[src/rtl/core/rlsf_pkg.sv]
`timescale 1ns / 1ps
`default_nettype none

package rlsf_pkg;

  // Defaults for the top-level parameters
  localparam int unsigned DEF_CHANNELS       = 4;
  localparam int unsigned DEF_COEF_FRAC_BITS = 16;

  // Field widths
  localparam int unsigned COEF_W  = 18;
  localparam int unsigned RANGE_W = 16;
  localparam int unsigned DIST_W  = 24;
  localparam int unsigned SPD_W   = 25;
  localparam int unsigned OPB_W   = 25;                 // second multiplier operand
  localparam int unsigned PROD_W  = COEF_W + OPB_W;     // 43
  localparam int unsigned ACC_W   = PROD_W + 2;         // three products, no overflow
  localparam int unsigned ITEM_OUT_W = DIST_W + SPD_W;  // result bits per channel

  localparam logic signed [ACC_W-1:0] DIST_MAX = ACC_W'(64'sd16777215);
  localparam logic signed [ACC_W-1:0] SPD_MAX  = ACC_W'(64'sd16777215);
  localparam logic signed [ACC_W-1:0] SPD_MIN  = -ACC_W'(64'sd16777215);

  // Configuration register map
  localparam int unsigned REG_IDX_W = 3;
  localparam logic [REG_IDX_W-1:0] REG_DIST_GAIN_NEW = 3'd0;
  localparam logic [REG_IDX_W-1:0] REG_DIST_GAIN_OLD = 3'd1;
  localparam logic [REG_IDX_W-1:0] REG_DIST_FB_GAIN  = 3'd2;
  localparam logic [REG_IDX_W-1:0] REG_SPD_GAIN_NEW  = 3'd3;
  localparam logic [REG_IDX_W-1:0] REG_SPD_GAIN_OLD  = 3'd4;
  localparam logic [REG_IDX_W-1:0] REG_SPD_FB_GAIN   = 3'd5;

  localparam logic [COEF_W-1:0] RST_DIST_GAIN_NEW = COEF_W'(3121);
  localparam logic [COEF_W-1:0] RST_DIST_GAIN_OLD = COEF_W'(3121);
  localparam logic [COEF_W-1:0] RST_DIST_FB_GAIN  = COEF_W'(-59296);
  localparam logic [COEF_W-1:0] RST_SPD_GAIN_NEW  = COEF_W'(9362);
  localparam logic [COEF_W-1:0] RST_SPD_GAIN_OLD  = COEF_W'(9362);
  localparam logic [COEF_W-1:0] RST_SPD_FB_GAIN   = COEF_W'(-46811);

  // Lane sequencer steps
  localparam int unsigned STEP_W = 4;
  localparam logic [STEP_W-1:0] STEP_D_NEW   = 4'd0;   // multiply current sample
  localparam logic [STEP_W-1:0] STEP_D_OLD   = 4'd1;   // multiply previous sample
  localparam logic [STEP_W-1:0] STEP_D_FB    = 4'd2;   // multiply previous distance
  localparam logic [STEP_W-1:0] STEP_D_SUB   = 4'd3;   // subtract feedback product
  localparam logic [STEP_W-1:0] STEP_D_OUT   = 4'd4;   // round and clamp distance
  localparam logic [STEP_W-1:0] STEP_DIFF    = 4'd5;   // distance change
  localparam logic [STEP_W-1:0] STEP_S_NEW   = 4'd6;
  localparam logic [STEP_W-1:0] STEP_S_OLD   = 4'd7;
  localparam logic [STEP_W-1:0] STEP_S_FB    = 4'd8;
  localparam logic [STEP_W-1:0] STEP_S_SUB   = 4'd9;
  localparam logic [STEP_W-1:0] STEP_S_OUT   = 4'd10;  // round, clamp, commit history

  typedef struct packed {
    logic [COEF_W-1:0] dist_gain_new;
    logic [COEF_W-1:0] dist_gain_old;
    logic [COEF_W-1:0] dist_fb_gain;
    logic [COEF_W-1:0] spd_gain_new;
    logic [COEF_W-1:0] spd_gain_old;
    logic [COEF_W-1:0] spd_fb_gain;
  } coef_set_t;

  typedef struct packed {
    logic busy;
    logic done;
  } lane_stat_t;

endpackage

`default_nettype wire

[src/rtl/core/rlsf_merge.sv]
`timescale 1ns / 1ps
`default_nettype none

module rlsf_merge
  import rlsf_pkg::*;
#(
  parameter int unsigned CHANNELS = DEF_CHANNELS,
  parameter int unsigned OUT_W    = ((CHANNELS * ITEM_OUT_W + 7) / 8) * 8
) (
  input  logic                               clk_i,
  input  logic                               rst_ni,
  input  logic                               load_i,
  input  logic [CHANNELS-1:0][DIST_W-1:0]    dist_i,
  input  logic [CHANNELS-1:0][SPD_W-1:0]     speed_i,
  output logic                               slot_free_o,
  output logic                               m_axis_tvalid,
  input  logic                               m_axis_tready,
  output logic [OUT_W-1:0]                   m_axis_tdata
);

  logic             valid_q;
  logic [OUT_W-1:0] data_q;

  assign slot_free_o = !valid_q || m_axis_tready;

  always_ff @(posedge clk_i or negedge rst_ni) begin
    if (!rst_ni) begin
      valid_q <= 1'b0;
    end else if (load_i) begin
      valid_q <= 1'b1;
    end else if (m_axis_tready) begin
      valid_q <= 1'b0;
    end
  end

  // Pack all distances first, then all speeds; channel 0 lowest
  always_ff @(posedge clk_i) begin
    if (load_i) begin
      data_q <= OUT_W'({speed_i, dist_i});
    end
  end

  assign m_axis_tvalid = valid_q;
  assign m_axis_tdata  = data_q;

endmodule

`default_nettype wire

[config.mk]
export PLATFORM = sky130hd
export DESIGN_NAME = rlsf_merge
export DESIGN_NICKNAME = d
export VERILOG_FILES = /design/src/rtl/core/rlsf_pkg.sv /design/src/rtl/core/rlsf_merge.sv
export SDC_FILE = /design/constraint.sdc
export NUM_CORES = 1
export LEC_CHECK = 0
export ABC_AREA = 1
export BUFFER_PORTS_ARGS = -buffer_cell sky130_fd_sc_hd__buf_2
export CORE_MARGIN = 1.5
export CORE_UTILIZATION = 25
export CTS_BUF_LIST = sky130_fd_sc_hd__clkbuf_16
export DETAILED_ROUTE_END_ITERATION = 10
export PLACE_DENSITY = 0.52
export REMOVE_ABC_BUFFERS = 1
export SKIP_LAST_GASP = 1
export SLEW_MARGIN = 5
export SYNTH_ARGS = -nofsm -noshare
export SYNTH_HDL_FRONTEND = slang
export SYNTH_SLANG_ARGS = --single-unit
[constraint.sdc]
create_clock -name clk_i -period 0.8 [get_ports clk_i]
set_input_delay 0.04 -clock clk_i [delete_from_list [all_inputs] [get_ports clk_i]]
set_output_delay 0.04 -clock clk_i [all_outputs]
set_load 0.01 [all_outputs]
==> flow_summary.ini, run 1 <==
[synthesis]
synth-seq-cells = 197
synth_area_per_cell_um2 = 28.95
synth_area_um2 = 5964
ys_seq_area_frac = 0.9910
synth.distinct_cells = 6
postSynthCellCount = 206
ys_warn_count = 0

[clock_network]
cts_resized = 2
cts_max_level = 4
cts-root-buf = clkbuf_16
cts_hold_buf = 194
numCtsBuffers = 17
clock-sinks = 197
post_cts_buffers = 1
clock_path_buffers = 2

[die]
ioPinCount = 402
die_height_um = 157.5
initial_core_util = 0.2541
row_count = 56
die_x_um = 157.5

[placement]
hpwl_um = 12070
gp_congestion = 0.7336
dp_slack_ps = -121.7
dp.cells = 933
portBuffers = 397

[status]
status = aborted with a tool error
failed_stage = clock tree synthesis
error = [ERROR RSZ-0060] Max buffer count reached.
## cell families after synthesis
family | count (synthesis) | synth area share
other | 1 | 0.0006287
flip-flops | 197 | 0.9910
AND/OR/NAND/NOR | 2 | 0.002097
buffers and inverters | 6 | 0.006294
## through the flow
stage	util	hold slack, ps	area (um^2)
2_1_floorplan	-	-255.6	5946
3_3_place_gp	0.3602	-184.3	8456
3_5_place_dp	0.3602	-183.7	8456
## Yosys cell counts (all sizes together)
cell	count	area, um^2
edfxtp	196	5886
buf	4	30.03
inv	2	7.510
nand2	2	12.51
conb	1	3.750
dfrtp	1	25.02
==> run 2: changes to the inputs <==
--- a/config.mk
+++ b/config.mk
@@ -8,10 +8,9 @@
 export ABC_AREA = 1
 export BUFFER_PORTS_ARGS = -buffer_cell sky130_fd_sc_hd__buf_2
 export CORE_MARGIN = 1.5
-export CORE_UTILIZATION = 25
-export CTS_BUF_LIST = sky130_fd_sc_hd__clkbuf_16
+export CORE_UTILIZATION = 20
 export DETAILED_ROUTE_END_ITERATION = 10
-export PLACE_DENSITY = 0.52
+export PLACE_DENSITY_LB_ADDON = 0.15
 export REMOVE_ABC_BUFFERS = 1
 export SKIP_LAST_GASP = 1
 export SLEW_MARGIN = 5
==> flow_summary.ini, run 2 <==
[placement]
portBuffers = 397
hpwl_um = 13140
gp_congestion = 0.7695

[synthesis]
synth_area_um2 = 5964
ys.flop_type = edfxtp_1
async_flop_share = 0.005076
synth.distinct_cells = 6
yosys-top-cells-count = 196 x edfxtp_1, 4 x buf_4, 2 x inv_1, 2 x nand2_2
synth_top_cell_by_area = edfxtp_1
synth_top_area_frac = 0.9868
synth-seq-cells = 197
yosysMostFrequentCell = edfxtp_1
ys_warn_count = 0
synth.top_cells.by_area = edfxtp_1 99%, buf_4 0.50%, dfrtp_1 0.42%, nand2_2 0.21%, inv_1 0.13%
ys_seq_area_frac = 0.9910
synth_area_per_cell_um2 = 28.95
synth_edf_count = 196
postSynthCellCount = 206

[critical_path]
worst_setup_path_end_kind = output port
worstSetupPathType = reg2out
crit_path_start = m_axis_tdata[100]$_DFFE_PP_
cpPeakStageDelay_ps = 430
cp.depth = 1
endpoint = m_axis_tdata[100]
cp.arrival_ps = 1020
path_max_fanout = 1
cp.buffers_inverters = 1
r2r-end = m_axis_tvalid$_DFFE_PN0P_
path_cells = buf_6
crit_family = flip-flops
cp_slowest_cell = edfxtp_1
worstRegToRegCells = 2
required_ps = 760
critPathLaunchType = flop
r2r_slack_ps = 170
r2r-start = m_axis_tvalid$_DFFE_PN0P_

[cells_and_area]
nNetsFinal = 1033
layout_common_cells = 390 x buf_2, 198 x dlygate4sd3_1, 196 x edfxtp_1, 17 x clkbuf_16, 11 x buf_4
drive_gt1_frac = 0.5236
area_growth_pct = 88.11
final_common_cell = buf_2
largest_register_ff_count = 196
final_util = 0.3806

[sta]
tns_ps = -35160
finalHoldViolations = 1
worst_hold_slack_ps = -120.5
rsz0062_at_grt = yes
min_period_ps = 1056
fin_ws_ps = -256.2
max_clock_freq_mhz = 946.7
finalSetupViolCount = 198
slew_viol_final = 0
min_period_over_period = 1.320
skew_ps = 0

[die]
core_um2 = 29480
initial_core_util = 0.2023
row_count = 63
dieArea_um2 = 30870
die_height_um = 175.7
ioPinCount = 402
die_x_um = 175.7

[detailed_routing]
vias = 4404
ant_nets = 0
post-route-drc-count = 0
wl_per_cell_um = 14.59
drt_iter0_drc = 164
vias_per_cell = 3.560
drt-total-wl_um = 18050
dr.pass1.iters = 4

[global_route]
grt_pass1_wl_um = 25830
antenna_found_initial = 1
grt_pass1_vias = 4813
grt_max_degree = 40
gr-total-overflow = 0
grt.total_usage = 0.1138

[clock_network]
cts_tree = done
post_cts_buffers = 0
cts-root-buf = clkbuf_16
clk_pin_slew_ps = 80
cts_hold_buf = 198
clock-sinks = 197
clock_path_buffers = 2
cts_max_level = 4
worstSkewPairLatency_ps = 430
numCtsBuffers = 17

[status]
status = finished with violations
violations = negative hold slack, negative setup slack

[worst_hold_path]
hold_start = m_axis_tready
hold_path_class = in2reg

[run]
cap_violations = 0

[pwr]
powerDensity_nw_per_um2 = 2178
p_leak_uw = 0.004740
peakVddDrop_mv = 1.183
-- run 2: metal layers --
layer / track usage / routed length (um) / vias to the layer above
met5: 0 / 0 / -
met4: 0.04487 / 299 / 0
met3: 0.04004 / 1449 / 17
met2: 0.2039 / 9402 / 224
met1: 0.1218 / 6900 / 2087
li1: - / - / 2076
-- run 2: layout make-up --
type                       count  area, um^2
antenna                        1       2.502
fill                        2831       18260
clock buffer                  20       446.7
inverter                       2       7.507
multi-input combinational      6       27.53
clock inverter                12       178.9
sequential                   197        5911
tap                          390       488.0
timing repair buffer         609        4158
-- run 2: worst reg2reg max path, stage by stage, from the launching register on --
cell     delay (ps)
dfrtp_1         390
nand2_2          90
nand2_2          50
-- run 2: per-stage QoR --
step / cells / power (uW) / cell area (um^2) / worst slack [ps]
detailed placement: 1006 / 14790 / 8572 / -101.0
CTS: 1236 / 24860 / 11200 / -302.5
global placement: 1006 / 14780 / 8572 / -83.28
global route: 1236 / 25470 / 11220 / -304.9
finish: 1237 / 24440 / 11220 / -256.2
floorplan: 205 / 13170 / 5946 / 127.3
-- run 2: how the worst min path moves through the flow --
stage | to | depth (start not counted)
floorplan | m_axis_tvalid$_DFFE_PN0P_ | 0
global placement | m_axis_tvalid$_DFFE_PN0P_ | 1
detailed placement | m_axis_tvalid$_DFFE_PN0P_ | 1
CTS | m_axis_tvalid$_DFFE_PN0P_ | 4
global route | m_axis_tvalid$_DFFE_PN0P_ | 4
finish | m_axis_tvalid$_DFFE_PN0P_ | 4
-- run 2: where the power goes --
part	switching (uW)	internal, uW
Clock	3780	5330
Sequential	214	12200
Combinational	1290	1570
Total	5280	19200
-- run 2: repair_timing --
action | CTS | global route
endpoints found under the hold margin | 198 | 1
resized for setup | 5 | 5
pin swaps | 0 | 1
endpoints found under the setup margin | 198 | 198
-- run 2: logic make-up (layout without fill, tap and decap cells) --
group,Yosys count,after routing,share of synthesized area
flip-flops,197,197,0.9910
buffers and inverters,6,643,0.006294
AND/OR/NAND/NOR,2,2,0.002097
other,1,5,0.0006287
Power figures use the tool's default switching activity.
