$ cat src/rtl/core/rlsf_pkg.sv
`timescale 1ns / 1ps
`default_nettype none

package rlsf_pkg;

  // Defaults for the top-level parameters
  localparam int unsigned DEF_CHANNELS       = 4;
  localparam int unsigned DEF_COEF_FRAC_BITS = 16;

  // Field widths
  localparam int unsigned COEF_W  = 18;
  localparam int unsigned RANGE_W = 16;
  localparam int unsigned DIST_W  = 24;
  localparam int unsigned SPD_W   = 25;
  localparam int unsigned OPB_W   = 25;                 // second multiplier operand
  localparam int unsigned PROD_W  = COEF_W + OPB_W;     // 43
  localparam int unsigned ACC_W   = PROD_W + 2;         // three products, no overflow
  localparam int unsigned ITEM_OUT_W = DIST_W + SPD_W;  // result bits per channel

  localparam logic signed [ACC_W-1:0] DIST_MAX = ACC_W'(64'sd16777215);
  localparam logic signed [ACC_W-1:0] SPD_MAX  = ACC_W'(64'sd16777215);
  localparam logic signed [ACC_W-1:0] SPD_MIN  = -ACC_W'(64'sd16777215);

  // Configuration register map
  localparam int unsigned REG_IDX_W = 3;
  localparam logic [REG_IDX_W-1:0] REG_DIST_GAIN_NEW = 3'd0;
  localparam logic [REG_IDX_W-1:0] REG_DIST_GAIN_OLD = 3'd1;
  localparam logic [REG_IDX_W-1:0] REG_DIST_FB_GAIN  = 3'd2;
  localparam logic [REG_IDX_W-1:0] REG_SPD_GAIN_NEW  = 3'd3;
  localparam logic [REG_IDX_W-1:0] REG_SPD_GAIN_OLD  = 3'd4;
  localparam logic [REG_IDX_W-1:0] REG_SPD_FB_GAIN   = 3'd5;

  localparam logic [COEF_W-1:0] RST_DIST_GAIN_NEW = COEF_W'(3121);
  localparam logic [COEF_W-1:0] RST_DIST_GAIN_OLD = COEF_W'(3121);
  localparam logic [COEF_W-1:0] RST_DIST_FB_GAIN  = COEF_W'(-59296);
  localparam logic [COEF_W-1:0] RST_SPD_GAIN_NEW  = COEF_W'(9362);
  localparam logic [COEF_W-1:0] RST_SPD_GAIN_OLD  = COEF_W'(9362);
  localparam logic [COEF_W-1:0] RST_SPD_FB_GAIN   = COEF_W'(-46811);

  // Lane sequencer steps
  localparam int unsigned STEP_W = 4;
  localparam logic [STEP_W-1:0] STEP_D_NEW   = 4'd0;   // multiply current sample
  localparam logic [STEP_W-1:0] STEP_D_OLD   = 4'd1;   // multiply previous sample
  localparam logic [STEP_W-1:0] STEP_D_FB    = 4'd2;   // multiply previous distance
  localparam logic [STEP_W-1:0] STEP_D_SUB   = 4'd3;   // subtract feedback product
  localparam logic [STEP_W-1:0] STEP_D_OUT   = 4'd4;   // round and clamp distance
  localparam logic [STEP_W-1:0] STEP_DIFF    = 4'd5;   // distance change
  localparam logic [STEP_W-1:0] STEP_S_NEW   = 4'd6;
  localparam logic [STEP_W-1:0] STEP_S_OLD   = 4'd7;
  localparam logic [STEP_W-1:0] STEP_S_FB    = 4'd8;
  localparam logic [STEP_W-1:0] STEP_S_SUB   = 4'd9;
  localparam logic [STEP_W-1:0] STEP_S_OUT   = 4'd10;  // round, clamp, commit history

  typedef struct packed {
    logic [COEF_W-1:0] dist_gain_new;
    logic [COEF_W-1:0] dist_gain_old;
    logic [COEF_W-1:0] dist_fb_gain;
    logic [COEF_W-1:0] spd_gain_new;
    logic [COEF_W-1:0] spd_gain_old;
    logic [COEF_W-1:0] spd_fb_gain;
  } coef_set_t;

  typedef struct packed {
    logic busy;
    logic done;
  } lane_stat_t;

endpackage

`default_nettype wire

$ cat src/rtl/core/rlsf_lane.sv
`timescale 1ns / 1ps
`default_nettype none

module rlsf_lane
  import rlsf_pkg::*;
#(
  parameter int unsigned COEF_FRAC_BITS = DEF_COEF_FRAC_BITS
) (
  input  logic                     clk_i,
  input  logic                     rst_ni,
  input  logic                     start_i,
  input  logic [RANGE_W-1:0]       range_i,
  input  coef_set_t                coef_i,
  output logic [DIST_W-1:0]        dist_o,
  output logic signed [SPD_W-1:0]  speed_o,
  output lane_stat_t               stat_o
);

  localparam logic signed [ACC_W-1:0] ROUND_HALF = ACC_W'(1) << (COEF_FRAC_BITS - 1);

  logic                     busy_q;
  logic                     done_q;
  logic [STEP_W-1:0]        step_q;
  logic [RANGE_W-1:0]       x_q;
  logic signed [PROD_W-1:0] prod_q;
  logic signed [PROD_W-1:0] prod_d;
  logic signed [ACC_W-1:0]  acc_q;
  logic signed [ACC_W-1:0]  prod_ext;
  logic signed [ACC_W-1:0]  rnd;
  logic [DIST_W-1:0]        d_q;
  logic signed [SPD_W-1:0]  v_q;
  logic signed [COEF_W-1:0] op_a;
  logic signed [OPB_W-1:0]  op_b;
  logic [DIST_W-1:0]        d_sat;
  logic signed [SPD_W-1:0]  s_sat;

  // History
  logic [RANGE_W-1:0]       last_range_q;
  logic [DIST_W-1:0]        last_dist_q;
  logic signed [SPD_W-1:0]  last_diff_q;
  logic signed [SPD_W-1:0]  last_spd_q;

  // Pick the operand pair for this step
  always_comb begin
    unique case (step_q)
      STEP_D_NEW: begin
        op_a = $signed(coef_i.dist_gain_new);
        op_b = $signed({1'b0, x_q, 8'b0});
      end
      STEP_D_OLD: begin
        op_a = $signed(coef_i.dist_gain_old);
        op_b = $signed({1'b0, last_range_q, 8'b0});
      end
      STEP_D_FB: begin
        op_a = $signed(coef_i.dist_fb_gain);
        op_b = $signed({1'b0, last_dist_q});
      end
      STEP_S_NEW: begin
        op_a = $signed(coef_i.spd_gain_new);
        op_b = v_q;
      end
      STEP_S_OLD: begin
        op_a = $signed(coef_i.spd_gain_old);
        op_b = last_diff_q;
      end
      STEP_S_FB: begin
        op_a = $signed(coef_i.spd_fb_gain);
        op_b = last_spd_q;
      end
      default: begin
        op_a = '0;
        op_b = '0;
      end
    endcase
  end

  assign prod_d   = op_a * op_b;
  assign prod_ext = {{(ACC_W-PROD_W){prod_q[PROD_W-1]}}, prod_q};

  // Round half up, floor shift
  assign rnd = (acc_q + ROUND_HALF) >>> COEF_FRAC_BITS;

  always_comb begin
    if (rnd < 0) begin
      d_sat = '0;
    end else if (rnd > DIST_MAX) begin
      d_sat = DIST_MAX[DIST_W-1:0];
    end else begin
      d_sat = rnd[DIST_W-1:0];
    end
  end

  always_comb begin
    if (rnd < SPD_MIN) begin
      s_sat = SPD_MIN[SPD_W-1:0];
    end else if (rnd > SPD_MAX) begin
      s_sat = SPD_MAX[SPD_W-1:0];
    end else begin
      s_sat = rnd[SPD_W-1:0];
    end
  end

  always_ff @(posedge clk_i or negedge rst_ni) begin
    if (!rst_ni) begin
      busy_q       <= 1'b0;
      done_q       <= 1'b0;
      step_q       <= STEP_D_NEW;
      last_range_q <= '0;
      last_dist_q  <= '0;
      last_diff_q  <= '0;
      last_spd_q   <= '0;
    end else begin
      done_q <= 1'b0;
      if (start_i) begin
        busy_q <= 1'b1;
        step_q <= STEP_D_NEW;
      end else if (busy_q) begin
        step_q <= step_q + STEP_W'(1);
        if (step_q == STEP_S_OUT) begin
          busy_q       <= 1'b0;
          done_q       <= 1'b1;
          last_range_q <= x_q;
          last_dist_q  <= d_q;
          last_diff_q  <= v_q;
          last_spd_q   <= s_sat;
        end
      end
    end
  end

  // Datapath, no reset
  always_ff @(posedge clk_i) begin
    if (start_i) begin
      x_q <= range_i;
    end
    prod_q <= prod_d;
    if (busy_q) begin
      unique case (step_q)
        STEP_D_OLD, STEP_S_OLD: acc_q <= prod_ext;
        STEP_D_FB,  STEP_S_FB:  acc_q <= acc_q + prod_ext;
        STEP_D_SUB, STEP_S_SUB: acc_q <= acc_q - prod_ext;
        STEP_D_OUT:             d_q   <= d_sat;
        STEP_DIFF:              v_q   <= $signed({1'b0, d_q}) - $signed({1'b0, last_dist_q});
        default: ;
      endcase
    end
  end

  assign dist_o      = last_dist_q;
  assign speed_o     = last_spd_q;
  assign stat_o.busy = busy_q;
  assign stat_o.done = done_q;

endmodule

`default_nettype wire

$ cat config.mk
export PLATFORM = sky130hd
export DESIGN_NAME = rlsf_lane
export DESIGN_NICKNAME = d
export VERILOG_FILES = /design/src/rtl/core/rlsf_pkg.sv /design/src/rtl/core/rlsf_lane.sv
export SDC_FILE = /design/constraint.sdc
export NUM_CORES = 2
export LEC_CHECK = 0
export ABC_AREA = 0
export BUFFER_PORTS_ARGS = -buffer_cell sky130_fd_sc_hd__buf_2
export CAP_MARGIN = 20
export CORE_ASPECT_RATIO = 0.5
export CORE_MARGIN = 3
export CORE_UTILIZATION = 58
export CTS_BUF_LIST = sky130_fd_sc_hd__clkbuf_8
export DETAILED_ROUTE_END_ITERATION = 8
export PLACE_DENSITY_LB_ADDON = 0.15
export SYNTH_ARGS = -nofsm -noshare
export SYNTH_HDL_FRONTEND = slang
export SYNTH_SLANG_ARGS = --single-unit
$ cat constraint.sdc
create_clock -name clk_i -period 7.5 [get_ports clk_i]
set_input_delay 0.375 -clock clk_i [delete_from_list [all_inputs] [get_ports clk_i]]
set_output_delay 0.375 -clock clk_i [all_outputs]
set_load 0.02 [all_outputs]
==> impl_metrics.xml <==
<?xml version="1.0" encoding="UTF-8"?>
<metrics>
  <group name="finish">
    <metric name="postLayoutCellArea" unit="um2">37060</metric>
    <metric name="utilization" unit="%">72.44</metric>
    <metric name="total_number_of_nets_in_the_final_design" unit="">4638</metric>
    <metric name="drive_above_1_share" unit="%">20.59</metric>
    <metric name="most-common-layout-cells" unit="">sky130_fd_sc_hd__inv_1 (601), sky130_fd_sc_hd__nand2_1 (503), sky130_fd_sc_hd__fa_1 (430)</metric>
    <metric name="final_common_cell" unit="">sky130_fd_sc_hd__inv_1</metric>
    <metric name="final-instance-count-excl-fill" unit="">4611</metric>
    <metric name="layout-area-overhead-vs-synth" unit="%">21.18</metric>
  </group>
  <group name="placed_design">
    <metric name="place.port_buffers" unit="">177</metric>
    <metric name="post-dp-hpwl" unit="um">88450</metric>
    <metric name="place_congestion" unit="">1.040</metric>
    <metric name="placed_cells_incl_taps" unit="">4492</metric>
    <metric name="placed_area" unit="um2">34780</metric>
  </group>
  <group name="cts">
    <metric name="tritoncts" unit="">yes</metric>
    <metric name="tritoncts_num_sinks" unit="">249</metric>
    <metric name="cts-htree-levels" unit="">2</metric>
    <metric name="clkLatencyLatePin" unit="ns">0.62</metric>
    <metric name="clkSlewWorstSetupHoldPaths" unit="ns">0.07</metric>
    <metric name="clock_path_buffers" unit="">3</metric>
    <metric name="clock-root-buffer" unit="">sky130_fd_sc_hd__clkbuf_8</metric>
    <metric name="cts_buffers" unit="">40</metric>
  </group>
  <group name="timing">
    <metric name="report.final.setup_viol" unit="">6</metric>
    <metric name="finClkSkew" unit="ns">0.06593</metric>
    <metric name="finalMaxSlewViolations" unit="">0</metric>
    <metric name="max_freq" unit="GHz">0.1326</metric>
    <metric name="layout_worst_path_cycle_share" unit="%">100.5</metric>
    <metric name="max_slew.worst_pin.slew" unit="ns">0.9745</metric>
    <metric name="timing.max_slew.rel_slack" unit="%">35.03</metric>
    <metric name="final.min_clock_period" unit="ns">7.540</metric>
    <metric name="setup_slack" unit="ns">-0.04035</metric>
    <metric name="worst_hold_slack" unit="ns">0.1825</metric>
    <metric name="setup_repair_after_global_routing_missed_its_margin" unit="">true</metric>
    <metric name="final-hold-violation-count" unit="">0</metric>
  </group>
  <group name="setup_path">
    <metric name="reg2reg_depth" unit="">31</metric>
    <metric name="critical-path-top-delay-family" unit="">adder cells</metric>
    <metric name="cp-start-kind" unit="">flop</metric>
    <metric name="crit_fanout" unit="">5</metric>
    <metric name="critPathMostFrequentCell" unit="">sky130_fd_sc_hd__fa_1</metric>
    <metric name="path_buf_inv" unit="">10</metric>
    <metric name="arrival" unit="ns">8.00</metric>
    <metric name="cp_slowest_stage_delay" unit="ns">0.57</metric>
    <metric name="critical_path.reg2reg.endpoint" unit="">prod_q[25]</metric>
    <metric name="worstSetupEndpointType" unit="">flop</metric>
    <metric name="cp.required" unit="ns">7.96</metric>
    <metric name="reg2reg_from" unit="">step_q[0]</metric>
    <metric name="setup.worst_path.class" unit="">flop to flop</metric>
    <metric name="r2r_setup_slack" unit="ns">-0.04</metric>
    <metric name="timing.critical_path.slowest_stage_cell" unit="">sky130_fd_sc_hd__fa_2</metric>
  </group>
  <group name="outcome">
    <metric name="failed_checks" unit="">setup timing</metric>
    <metric name="run_status" unit="">complete, but fails checks</metric>
  </group>
  <group name="global_routing">
    <metric name="grt_total_usage" unit="%">39.47</metric>
    <metric name="grt_max_degree" unit="">91</metric>
    <metric name="grt-ovfl-total" unit="">0</metric>
    <metric name="global_route_wire_length_before_repair" unit="um">164300</metric>
    <metric name="antenna_found_initial" unit="">9</metric>
    <metric name="first_global_vias" unit="">27410</metric>
  </group>
  <group name="yosys">
    <metric name="synth_seq_cells" unit="">249</metric>
    <metric name="ys_seq_area_share" unit="%">21.47</metric>
    <metric name="largest_cells_by_area_after_synthesis" unit="">sky130_fd_sc_hd__fa_1 (29%), sky130_fd_sc_hd__edfxtp_1 (11%), sky130_fd_sc_hd__dfrtp_1 (7.9%), sky130_fd_sc_hd__ha_1 (7.4%), sky130_fd_sc_hd__inv_1 (7.3%)</metric>
    <metric name="post_synth_instance_area" unit="um2">30580</metric>
    <metric name="synth_top_cell_by_area" unit="">sky130_fd_sc_hd__fa_1</metric>
    <metric name="ys.flop_type" unit="">sky130_fd_sc_hd__edfxtp_1</metric>
    <metric name="synth.yosys.warnings" unit="">0</metric>
    <metric name="net_count_synth" unit="">4189</metric>
    <metric name="synth_cells" unit="">3438</metric>
    <metric name="yosysUniqueCellTypes" unit="">79</metric>
    <metric name="synth_area_per_cell" unit="um2">8.895</metric>
    <metric name="synth_edf_count" unit="">110</metric>
    <metric name="synth_largest_type_area_fraction" unit="%">29.00</metric>
    <metric name="synth_async_sr_flop_share" unit="%">38.55</metric>
  </group>
  <group name="floorplan">
    <metric name="starting_density_of_the_core" unit="%">59.78</metric>
    <metric name="chipHeight" unit="um">168.4</metric>
    <metric name="core-area" unit="um2">51160</metric>
    <metric name="chipWidth" unit="um">330.7</metric>
    <metric name="core.rowCount" unit="">58</metric>
    <metric name="dieArea" unit="um2">55690</metric>
    <metric name="pin_count" unit="">178</metric>
  </group>
  <group name="drt">
    <metric name="drtAntennaViolNets" unit="">0</metric>
    <metric name="number_of_iterations_in_the_first_detailed_routing_pass" unit="">5</metric>
    <metric name="drt_iter0_markers" unit="">3179</metric>
    <metric name="detail_route.drc_violations" unit="">0</metric>
    <metric name="detail_route.wl_per_cell" unit="um">23.54</metric>
    <metric name="vias" unit="">27390</metric>
    <metric name="avgViaCountPerCell" unit="">5.939</metric>
    <metric name="drt-total-wl" unit="um">108600</metric>
  </group>
  <group name="flow_run">
    <metric name="drv_cap" unit="">0</metric>
  </group>
  <group name="hold_path">
    <metric name="timing.hold.worst.class" unit="">input port to asynchronous set/reset pin</metric>
  </group>
</metrics>
==> layer usage <==
metal / vias to the layer above / GRT usage (%) / wire, um
li1: 11960 / - / -
met1: 13670 / 56.51 / 44170
met2: 1508 / 59.22 / 47380
met3: 246 / 11.38 / 13860
met4: 8 / 10.01 / 3092
met5: - / 0 / 49
==> how the worst max path moves through the flow <==
stage | end | from | depth (start not counted) | slack [ns]
detailed placement | prod_q[42] | step_q[1] | 27 | -0.46
finish | prod_q[25] | step_q[0] | 31 | -0.04
global route | prod_q[42] | step_q[0] | 32 | -0.28
global placement | prod_q[42] | step_q[0] | 27 | -0.47
floorplan | prod_q[42] | step_q[2] | 31 | 0.02
CTS | prod_q[28] | step_q[0] | 31 | -0.04
==> cells by family (layout without fill, tap and decap cells) <==
family                   Yosys count  after routing  share of synthesized area (%)
AND/OR/NAND/NOR                 1078           1078                          15.52
XOR/XNOR                         169            169                          4.865
AO/OA/AOI/OAI                    559            559                          12.18
multiplexers                       7              7                         0.2373
adder cells (fa/ha/maj)          624            624                          36.40
buffers and inverters            752           1233                          9.320
other                              0              2                              0
flip-flops                       249            249                          21.47
==> synth_stat cells (27+ instances only) <==
| master | instances |
|---|---|
| sky130_fd_sc_hd__a21o_1 | 46 |
| sky130_fd_sc_hd__a21oi_1 | 139 |
| sky130_fd_sc_hd__a22o_1 | 34 |
| sky130_fd_sc_hd__a22oi_1 | 94 |
| sky130_fd_sc_hd__and3_1 | 42 |
| sky130_fd_sc_hd__clkbuf_1 | 131 |
| sky130_fd_sc_hd__dfrtp_1 | 96 |
| sky130_fd_sc_hd__dfxtp_1 | 43 |
| sky130_fd_sc_hd__edfxtp_1 | 110 |
| sky130_fd_sc_hd__fa_1 | 443 |
| sky130_fd_sc_hd__ha_1 | 181 |
| sky130_fd_sc_hd__inv_1 | 596 |
| sky130_fd_sc_hd__nand2_1 | 505 |
| sky130_fd_sc_hd__nand2b_1 | 27 |
| sky130_fd_sc_hd__nand3_1 | 60 |
| sky130_fd_sc_hd__nor2_1 | 282 |
| sky130_fd_sc_hd__nor3_1 | 36 |
| sky130_fd_sc_hd__o21ai_0 | 100 |
| sky130_fd_sc_hd__xnor2_1 | 108 |
| sky130_fd_sc_hd__xor2_1 | 60 |
==> cell type report <==
type / count / area [um2]
inverters: 597 / 2243
diodes: 2 / 5.005
repair buffers: 562 / 4449
well taps: 690 / 863.3
clock buffers: 45 / 619.3
multi-input cells: 2437 / 22100
flip-flops and latches: 249 / 6568
fillers: 3971 / 14100
clock inverters: 29 / 215.2
==> metrics by stage <==
| step | TNS (ns) | setup slack [ns] |
|---|---|---|
| CTS | -0.1046 | -0.04103 |
| global route | -2.736 | -0.2788 |
| floorplan | 0 | 0.02211 |
| global placement | -3.615 | -0.4655 |
| finish | -0.1741 | -0.04035 |
| detailed placement | -4.448 | -0.4601 |
==> flip-flops by register name, indices dropped and copies added, names as in the netlist <==
name,count
v_q,25
last_diff_q,25
x_q,16
done_q,1
step_q,4
acc_q,45
last_range_q,16
busy_q,1
d_q,24
speed_o,25
dist_o,24
prod_q,43
==> worst register-to-register path: cells and delay by family (launching register included) <==
family                   cells  cell delay [ns]
adder cells (fa/ha/maj)      8             3.48
AO/OA/AOI/OAI                9             1.82
flip-flops                   1             0.41
AND/OR/NAND/NOR              3             0.38
XOR/XNOR                     1             0.17
buffers and inverters       10             1.15
==> repair_timing <==
| action | in CTS | in global routing |
|---|---|---|
| gates cloned | 0 | 1 |
| resized for setup | 81 | 143 |
| endpoints found under the hold margin | 33 | 0 |
| setup buffers | 14 | 13 |
| endpoints found under the setup margin | 20 | 23 |
| hold buffers | 17 | 0 |
| pin swaps | 26 | 62 |
Power is left out: the tool's default activity adds up to more than one toggle a clock period on the data nets, which glitch-free logic cannot reach.
